[src/hdl/assert_macros.svh]
// Assertion macros for the RTL of the CRC-32 unit.
`ifndef ASSERT_MACROS_SVH
`define ASSERT_MACROS_SVH

`ifndef NO_ASSERTIONS

// Checks a property on every rising clock edge outside of reset.
`define CRC_ASSERT(label, clk, rst, prop, msg) \
   label: assert property (@(posedge clk) disable iff (rst) prop) else $error(msg);

// Checks a property on every rising clock edge, reset included.
`define CRC_ASSERT_ALWAYS(label, clk, prop, msg) \
   label: assert property (@(posedge clk) prop) else $error(msg);

`else

`define CRC_ASSERT(label, clk, rst, prop, msg)

`define CRC_ASSERT_ALWAYS(label, clk, prop, msg)

`endif

`endif

[src/hdl/crc32cr_pkg.sv]
// Package with the constants, register indexes and CRC functions of the CRC-32 unit.
package crc32cr_pkg;

   localparam int DATA_W      = 8;
   localparam int CRC_W       = 32;
   localparam int CSR_INDEX_W = 8;

   localparam logic [CRC_W-1:0] CRC_POLY = 32'h04C1_1DB7;
   localparam logic [CRC_W-1:0] CRC_ONES = 32'hFFFF_FFFF;

   typedef enum logic [CSR_INDEX_W-1:0] {
      CSR_INITIAL_VALUE  = 8'd0,
      CSR_REFLECT_INPUT  = 8'd1,
      CSR_REFLECT_OUTPUT = 8'd2,
      CSR_INVERT_OUTPUT  = 8'd3
   } csr_index_type;

   // Reverses the bit order of one byte by swapping nibbles, pairs and bits.
   function automatic logic [DATA_W-1:0] rev8(input logic [DATA_W-1:0] v);
      logic [DATA_W-1:0] t;
      t = ((v & 8'hF0) >> 4) | ((v & 8'h0F) << 4);
      t = ((t & 8'hCC) >> 2) | ((t & 8'h33) << 2);
      t = ((t & 8'hAA) >> 1) | ((t & 8'h55) << 1);
      return t;
   endfunction

   function automatic logic [CRC_W-1:0] rev32(input logic [CRC_W-1:0] v);
      return {rev8(v[7:0]), rev8(v[15:8]), rev8(v[23:16]), rev8(v[31:24])};
   endfunction

   // Folds one byte into the top of the register, MSB first, eight shift/XOR steps.
   function automatic logic [CRC_W-1:0] fold_byte(input logic [CRC_W-1:0] crc,
                                                  input logic [DATA_W-1:0] b);
      logic [CRC_W-1:0] c;
      c = crc ^ {b, {(CRC_W-DATA_W){1'b0}}};
      for (int k = 0; k < DATA_W; k++) begin
         if (c[CRC_W-1]) begin
            c = {c[CRC_W-2:0], 1'b0} ^ CRC_POLY;
         end else begin
            c = {c[CRC_W-2:0], 1'b0};
         end
      end
      return c;
   endfunction

endpackage

[src/hdl/crc32cr_channels.sv]
// Handshake channel interfaces for byte input, checksum output and register writes.
interface crc32cr_req_if;
   import crc32cr_pkg::*;

   logic              valid;
   logic              ready;
   logic [DATA_W-1:0] data_byte;
   logic              byte_present;
   logic              last_item;

   modport source (output valid, data_byte, byte_present, last_item, input ready);
   modport sink   (input valid, data_byte, byte_present, last_item, output ready);
endinterface

interface crc32cr_rsp_if;
   import crc32cr_pkg::*;

   logic             valid;
   logic             ready;
   logic [CRC_W-1:0] crc_result;

   modport source (output valid, crc_result, input ready);
   modport sink   (input valid, crc_result, output ready);
endinterface

interface crc32cr_csr_if;
   import crc32cr_pkg::*;

   logic                   valid;
   logic                   ready;
   logic [CSR_INDEX_W-1:0] index;
   logic [CRC_W-1:0]       wdata;

   modport source (output valid, index, wdata, input ready);
   modport sink   (input valid, index, wdata, output ready);
endinterface

[src/hdl/crc32_configurable_reflect_unit.sv]
// Top level of the configurable byte-serial CRC-32 unit.
// This unit computes a CRC-32 over polynomial 0x04C11DB7, at most one message byte per beat, with
// the initial value, input byte reflection, output reflection and output inversion set
// through the register port (reset values give the standard Ethernet CRC-32). It takes one
// beat per clock cycle while the input is not stalled: a beat is captured in an input
// register, then folded through an eight-step XOR network into the running register, and
// a beat marked last leaves its checksum in the output register. Input and output stalls
// are absorbed by those two registers; the input stalls only while a finished checksum is
// still waiting and another last beat is queued.
// Registers should be written only while no beat is in flight.
`include "assert_macros.svh"

module crc32_configurable_reflect_unit (
   input logic          clock,
   input logic          reset,
   crc32cr_req_if.sink  req_bus,
   crc32cr_rsp_if.source rsp_bus,
   crc32cr_csr_if.sink  csr_bus
);
   import crc32cr_pkg::*;

   // Configuration registers.
   logic [CRC_W-1:0]  init_value_ff, init_value_in;
   logic              refl_in_ff, refl_in_in;
   logic              refl_out_ff, refl_out_in;
   logic              invert_ff, invert_in;

   // Input stage.
   logic              stg_valid_ff, stg_valid_in;
   logic [DATA_W-1:0] stg_byte_ff, stg_byte_in;
   logic              stg_present_ff, stg_present_in;
   logic              stg_last_ff, stg_last_in;

   // Running state.
   logic [CRC_W-1:0]  running_crc_ff, running_crc_in;
   logic              in_message_ff, in_message_in;

   // Output register.
   logic              rsp_valid_ff, rsp_valid_in;
   logic [CRC_W-1:0]  rsp_crc_ff, rsp_crc_in;

   logic              req_take;
   logic              rsp_take;
   logic              csr_take;
   logic              stg_fire;
   logic [DATA_W-1:0] byte_sel;
   logic [CRC_W-1:0]  base_crc;
   logic [CRC_W-1:0]  folded_crc;
   logic [CRC_W-1:0]  msg_crc;
   logic [CRC_W-1:0]  refl_crc;
   logic [CRC_W-1:0]  final_crc;

   assign csr_bus.ready      = 1'b1;
   assign csr_take           = csr_bus.valid & csr_bus.ready;
   assign rsp_take           = rsp_valid_ff & rsp_bus.ready;

   // A last beat needs the output register free, or freed in this cycle.
   assign stg_fire           = stg_valid_ff & (~stg_last_ff | ~rsp_valid_ff | rsp_bus.ready);
   assign req_bus.ready      = ~stg_valid_ff | stg_fire;
   assign req_take           = req_bus.valid & req_bus.ready;

   assign rsp_bus.valid      = rsp_valid_ff;
   assign rsp_bus.crc_result = rsp_crc_ff;

   // Fold datapath: the first byte of a message starts from the initial value.
   always_comb begin
      byte_sel   = refl_in_ff ? rev8(stg_byte_ff) : stg_byte_ff;
      base_crc   = in_message_ff ? running_crc_ff : init_value_ff;
      folded_crc = fold_byte(base_crc, byte_sel);
      msg_crc    = stg_present_ff ? folded_crc : base_crc;
      refl_crc   = refl_out_ff ? rev32(msg_crc) : msg_crc;
      final_crc  = invert_ff ? (refl_crc ^ CRC_ONES) : refl_crc;
   end

   always_comb begin
      init_value_in = init_value_ff;
      refl_in_in    = refl_in_ff;
      refl_out_in   = refl_out_ff;
      invert_in     = invert_ff;
      if (csr_take) begin
         case (csr_bus.index)
            CSR_INITIAL_VALUE:  init_value_in = csr_bus.wdata;
            CSR_REFLECT_INPUT:  refl_in_in    = csr_bus.wdata[0];
            CSR_REFLECT_OUTPUT: refl_out_in   = csr_bus.wdata[0];
            CSR_INVERT_OUTPUT:  invert_in     = csr_bus.wdata[0];
            default: begin
            end
         endcase
      end
   end

   always_comb begin
      stg_valid_in   = stg_valid_ff;
      stg_byte_in    = stg_byte_ff;
      stg_present_in = stg_present_ff;
      stg_last_in    = stg_last_ff;
      if (req_take) begin
         stg_valid_in   = 1'b1;
         stg_byte_in    = req_bus.data_byte;
         stg_present_in = req_bus.byte_present;
         stg_last_in    = req_bus.last_item;
      end else if (stg_fire) begin
         stg_valid_in = 1'b0;
      end
   end

   always_comb begin
      running_crc_in = running_crc_ff;
      in_message_in  = in_message_ff;
      if (stg_fire) begin
         if (stg_last_ff) begin
            running_crc_in = init_value_ff;
            in_message_in  = 1'b0;
         end else if (stg_present_ff) begin
            running_crc_in = folded_crc;
            in_message_in  = 1'b1;
         end
      end
   end

   always_comb begin
      rsp_valid_in = rsp_valid_ff;
      rsp_crc_in   = rsp_crc_ff;
      if (stg_fire && stg_last_ff) begin
         rsp_valid_in = 1'b1;
         rsp_crc_in   = final_crc;
      end else if (rsp_take) begin
         rsp_valid_in = 1'b0;
      end
   end

   always_ff @(posedge clock) begin
      if (reset) begin
         init_value_ff  <= CRC_ONES;
         refl_in_ff     <= 1'b1;
         refl_out_ff    <= 1'b1;
         invert_ff      <= 1'b1;
         stg_valid_ff   <= 1'b0;
         in_message_ff  <= 1'b0;
         running_crc_ff <= CRC_ONES;
         rsp_valid_ff   <= 1'b0;
      end else begin
         init_value_ff  <= init_value_in;
         refl_in_ff     <= refl_in_in;
         refl_out_ff    <= refl_out_in;
         invert_ff      <= invert_in;
         stg_valid_ff   <= stg_valid_in;
         in_message_ff  <= in_message_in;
         running_crc_ff <= running_crc_in;
         rsp_valid_ff   <= rsp_valid_in;
      end
   end

   always_ff @(posedge clock) begin
      stg_byte_ff    <= stg_byte_in;
      stg_present_ff <= stg_present_in;
      stg_last_ff    <= stg_last_in;
      rsp_crc_ff     <= rsp_crc_in;
   end

   // A finished last beat always leaves a checksum waiting in the output register.
   `CRC_ASSERT(a_last_gives_result, clock, reset,
      (stg_fire && stg_last_ff) |=> rsp_valid_ff,
      "last beat did not produce a result")
   // After a message ends, the next byte starts again from the initial value.
   `CRC_ASSERT(a_last_ends_message, clock, reset,
      (stg_fire && stg_last_ff) |=> !in_message_ff,
      "message still open after last beat")
   // A waiting checksum is never overwritten before it is taken.
   `CRC_ASSERT(a_result_kept, clock, reset,
      (rsp_valid_ff && !rsp_bus.ready) |=> (rsp_valid_ff && $stable(rsp_crc_ff)),
      "pending result lost or changed")
   // A staged beat that cannot move on stays in the input register.
   `CRC_ASSERT(a_stage_held, clock, reset,
      (stg_valid_ff && !stg_fire) |=> (stg_valid_ff && $stable(stg_last_ff)),
      "stalled beat dropped")
   // The input is refused only while a last beat waits on a full output register.
   `CRC_ASSERT_ALWAYS(a_ready_rule, clock,
      (!req_bus.ready) |-> (stg_valid_ff && stg_last_ff && rsp_valid_ff),
      "input stalled without cause")

endmodule
[src/flat_wrapper.sv]
// flat-port wrapper written by rule: the top's interface ports become plain ports
module crc32_configurable_reflect_unit_flat import crc32cr_pkg::*;
  (clock, reset, req_bus_valid, req_bus_data_byte, req_bus_byte_present, req_bus_last_item, req_bus_ready, rsp_bus_valid, rsp_bus_crc_result, rsp_bus_ready, csr_bus_valid, csr_bus_index, csr_bus_wdata, csr_bus_ready);
  crc32cr_req_if req_bus_i ();
  crc32cr_rsp_if rsp_bus_i ();
  crc32cr_csr_if csr_bus_i ();
  input logic clock;
  input logic reset;
  input wire logic [$bits(req_bus_i.valid)-1:0] req_bus_valid;
  input wire logic [$bits(req_bus_i.data_byte)-1:0] req_bus_data_byte;
  input wire logic [$bits(req_bus_i.byte_present)-1:0] req_bus_byte_present;
  input wire logic [$bits(req_bus_i.last_item)-1:0] req_bus_last_item;
  output wire logic [$bits(req_bus_i.ready)-1:0] req_bus_ready;
  output wire logic [$bits(rsp_bus_i.valid)-1:0] rsp_bus_valid;
  output wire logic [$bits(rsp_bus_i.crc_result)-1:0] rsp_bus_crc_result;
  input wire logic [$bits(rsp_bus_i.ready)-1:0] rsp_bus_ready;
  input wire logic [$bits(csr_bus_i.valid)-1:0] csr_bus_valid;
  input wire logic [$bits(csr_bus_i.index)-1:0] csr_bus_index;
  input wire logic [$bits(csr_bus_i.wdata)-1:0] csr_bus_wdata;
  output wire logic [$bits(csr_bus_i.ready)-1:0] csr_bus_ready;
  assign req_bus_i.valid = req_bus_valid;
  assign req_bus_i.data_byte = req_bus_data_byte;
  assign req_bus_i.byte_present = req_bus_byte_present;
  assign req_bus_i.last_item = req_bus_last_item;
  assign req_bus_ready = req_bus_i.ready;
  assign rsp_bus_valid = rsp_bus_i.valid;
  assign rsp_bus_crc_result = rsp_bus_i.crc_result;
  assign rsp_bus_i.ready = rsp_bus_ready;
  assign csr_bus_i.valid = csr_bus_valid;
  assign csr_bus_i.index = csr_bus_index;
  assign csr_bus_i.wdata = csr_bus_wdata;
  assign csr_bus_ready = csr_bus_i.ready;
  crc32_configurable_reflect_unit u_core (.clock(clock), .reset(reset), .req_bus(req_bus_i), .rsp_bus(rsp_bus_i), .csr_bus(csr_bus_i));
endmodule
[config.mk]
export PLATFORM = sky130hd
export DESIGN_NAME = crc32_configurable_reflect_unit_flat
export DESIGN_NICKNAME = d
export VERILOG_FILES = /design/src/hdl/crc32cr_pkg.sv /design/src/hdl/crc32cr_channels.sv /design/src/hdl/crc32_configurable_reflect_unit.sv /design/src/flat_wrapper.sv
export VERILOG_INCLUDE_DIRS = /design/src /design/src/hdl
export SDC_FILE = /design/constraint.sdc
export NUM_CORES = 1
export LEC_CHECK = 0
export BUFFER_PORTS_ARGS = -buffer_cell sky130_fd_sc_hd__buf_2
export CAP_MARGIN = 20
export CORE_AREA = 2 2 110 112
export DETAILED_ROUTE_END_ITERATION = 6
export DIE_AREA = 0 0 112 114
export PLACE_DENSITY_LB_ADDON = 0.15
export REMOVE_ABC_BUFFERS = 1
export SYNTH_ARGS = -nofsm -noshare
export SYNTH_HDL_FRONTEND = slang
export SYNTH_SLANG_ARGS = --single-unit
export TNS_END_PERCENT = 30
[constraint.sdc]
create_clock -name clock -period 2.95 [get_ports clock]
set_input_delay 0.1475 -clock clock [delete_from_list [all_inputs] [get_ports clock]]
set_output_delay 0.1475 -clock clock [all_outputs]
set_load 0.02 [all_outputs]
==> impl_results.md <==
- Buffers added on ports: 88
- P_int: 2790 uW
- Yosys warns: 0
- Grt ovf: 0
- Pwr dens: roughly 480 nW/um^2
- Overall Global Routing Usage: 0.269
- CP startpoint kind: flip-flop
- Post-route cell area: between 8000 and 9000 um^2
- Unique masters post-synth: between 40 and 50
- Arrival time of the worst setup path: between 2000 and 3000 ps
- Ys async rst share: 0
- Initial antenna violation count: 0
- CTS buffer count: 9
- WHS: 7.15 ps
- Global-route wire length before repair: about 27,000 um
- P&R area growth vs syn: 21.8%
- Worst-path maximum fanout: 10
- Max-cap violations: 0
- Family with the most delay on the worst path: XOR/XNOR gates
- DRC: 0
- Number of synthesized flops with an enable pin: 42
- Initial Utilization: 0.566
- Clock Pin Slew Worst Setup and Hold Paths: 70 ps
- Die H: about 110 um
- Combinational power share: 0.256
- Worst skew pair latency: between 300 and 400 ps
- WS Path Type: flip-flop to flip-flop
- Placeable Area: 11,700 um^2
- Critical path buffers and inverters: 2
- Antenna Violating Nets Remaining: 0
- WP data required: between 3000 and 4000 ps
- Layout cell share with drive strength beyond 1: 0.232
- Status: complete, no violations
- Top Ports: 90
- Post-Route Skew: around 8.6 ps
- DRT iter0 DRCs: 370
- Maximum clock path buffer count: 2
- Reg power frac: 0.451
- Seq/Total Area, Yosys: 0.401
- Die footprint: between 10,000 and 15,000 um^2
- Max-slew violation count: 0
- Fin crit period: about 2800 ps
- Root Driver: clkbuf_16
- Number of diodes: 0
- Static leakage: approximately 0.0033 uW
- Setup TNS: 0 ps
- Hold Crit Class: input port to flip-flop
- Sw power: around 1100 uW
- Netlist Area Pre-Place: between 6000 and 7000 um^2
- Vias in the first global route: slightly above 5,000
- Placed Area: ~7400 um^2
- WL/cell: approximately 19 um
- Routed WL: around 17,000 um
- Largest net degree at the start of global routing: 65
- Placement-stage worst setup slack: just under 90 ps
- Via/cell ratio: 5.74
- Setup ws final: 102 ps
- Final setup violation count: 0
- Highest clock rate: about 350 MHz
- Peak supply drop: between 0.4 and 0.5 mV
- Final hold violation count: 0
- Mapped Avg Cell Area: ~11 um^2
- Fin crit share: 0.965
- CTS tree: done
- Clock sink count: 112
- Clock power frac: 0.293
- Slowest stage delay, CP: approximately 510 ps
- GPL Wtd Cong: approximately 0.89
- Cell count after synthesis: ~600
- RSZ-0062 raised after global routing: false
- Fillers: around 900
- Crit path capture type: flip-flop
- Router iterations before antenna repair: 5
- Primary FF master, synth: dfxtp_1
- Final net count: 795
- H-tree Lvls: 3
- Yosys reg bits: roughly 110
- Slew margin rel.: 0.311
- Pin slew with the least headroom to its limit: a little over 1000 ps
- Via Count: slightly above 5,000
- Die Width: 112 um
- Fraction of power spent switching nets: 0.275
- Crit-path cells: buf_4 -> mux2i_4 -> xnor2_1 -> xnor2_2 -> buf_4 -> xnor3_1 -> nand2_1 -> a31oi_1 -> xnor2_1
- DPL Wire Length: 11,300 um
- Std-Cell Rows: 40
- Slowest cell on the critical path: dfxtp_2
==> layout by cell type, fill, tap and decap left out, types with 24 or more instances in the layout <==
master	Yosys	routed
buf_2	4	88
nor2_1	46	45
a21oi_1	51	51
mux2i_1	56	54
dfxtp_1	70	68
a211o_1	51	51
nand2_1	24	24
nor2b_1	32	32
buf_4	2	33
edfxtp_1	42	42
dlygate4sd3_1	0	39
xnor2_1	58	56
==> layer usage <==
| layer | vias to the layer above | share of wire | wire length (um) | track usage |
|---|---|---|---|---|
| met5 | - | 0 | 0 | 0 |
| li1 | 2466 | - | - | - |
| met2 | 184 | 0.50 | 8250 | 0.462 |
| met1 | 2450 | 0.43 | 7190 | 0.351 |
| met3 | 18 | 0.053 | 886 | 0.0436 |
| met4 | 0 | 0.017 | 282 | 0.0894 |
==> logic make-up (layout without fill, tap and decap cells) <==
| logic type | Yosys count | count (layout) | synth area share |
|---|---|---|---|
| multiplexers | 71 | 71 | 0.116 |
| AO/OA/AOI/OAI | 153 | 153 | 0.156 |
| buffers and inverters | 53 | 185 | 0.0347 |
| other | 1 | 1 | 0.000565 |
| AND/OR/NAND/NOR | 123 | 123 | 0.0894 |
| XOR/XNOR | 100 | 100 | 0.202 |
| flip-flops | 112 | 112 | 0.401 |
==> area by class of cell <==
cell class	count	area (um^2)	share of cell area
tap	147	184	0.0228
clock inverter	1	3.75	0.000465
multi-input combinational	448	3810	0.471
sequential	112	2670	0.330
timing repair buffer	163	1140	0.141
clock buffer	15	258	0.0319
inverter	6	22.5	0.00279
==> power by group through the flow <==
| stage | logic [uW] | registers, uW | clock network [uW] |
|---|---|---|---|
| after detailed placement | 910 | 1760 | 0 |
| after global placement | 890 | 1760 | 0 |
| after CTS | 954 | 1730 | 1150 |
| after global routing | 1060 | 1740 | 1200 |
| final | 985 | 1730 | 1130 |
| after floorplan | 617 | 1790 | 0 |
==> worst paths after layout <==
kind         cells after the start                           end                      from  slack (ps)
max                              9  u_core.rsp_bus.crc_result[6]      u_core.in_message_ff         100
min                              2      u_core.init_value_ff[30]         csr_bus_wdata[30]           7
max reg2reg                      9  u_core.rsp_bus.crc_result[6]      u_core.in_message_ff         100
min reg2reg                      2      u_core.running_crc_ff[8]  u_core.running_crc_ff[8]         460
==> flip-flops by register name, indices dropped and copies added (netlist names), 8 cells and up <==
signal                     flops
u_core.init_value_ff          32
u_core.rsp_bus.crc_result     32
u_core.running_crc_ff         32
u_core.stg_byte_ff             8
==> through the flow <==
step,util,power (uW),instances
floorplan,-,2410,566
global placement,0.628,2650,835
CTS,0.684,3830,890
global route,0.690,4000,892
detailed placement,0.628,2670,835
finish,0.690,3840,892
==> worst register-to-register path, delay by kind of cell (launching register included) <==
family                 cells  cell delay [ps]
XOR/XNOR                   4             1070
flip-flops                 1              510
buffers and inverters      2              420
multiplexers               1              340
AND/OR/NAND/NOR            1              120
AO/OA/AOI/OAI              1              100
==> synth_stat cells (2+ instances only) <==
cell type  number  area, um^2
mux2i_2         3        41.3
and2_1          3        18.8
a22oi_1         2        15.0
a211o_1        51         447
buf_4           2        15.0
buf_2           4        20.0
nor2b_1        32         200
xor3_1          2        47.6
nand2_1        24        90.1
o2bb2ai_1       3        26.3
xnor2_2         6        97.6
mux2_2          9         101
mux2i_1        56         561
xnor3_1        21         473
edfxtp_1       42        1260
nor2_1         46         173
xnor2_1        58         508
o31ai_2         2        25.0
xnor2_4         3        82.6
a21oi_1        51         255
buf_1           4        15.0
nand3_1         4        20.0
mux2i_4         3        67.6
clkbuf_1       35         131
nor3_1          6        30.0
xor2_1          7        61.3
nand2b_1        3        18.8
a31oi_1         5        31.3
a211oi_1       12        90.1
inv_1           4        15.0
dfxtp_1        70        1400
o21ai_0        23         115
==> what timing repair did <==
item,CTS,global route
hold buffers,39,0
resized for setup,0,7
hold endpoints to repair,39,0
setup buffers,0,2
endpoints found under the setup margin,0,12
No activity file was read; power rests on OpenSTA's default activity.
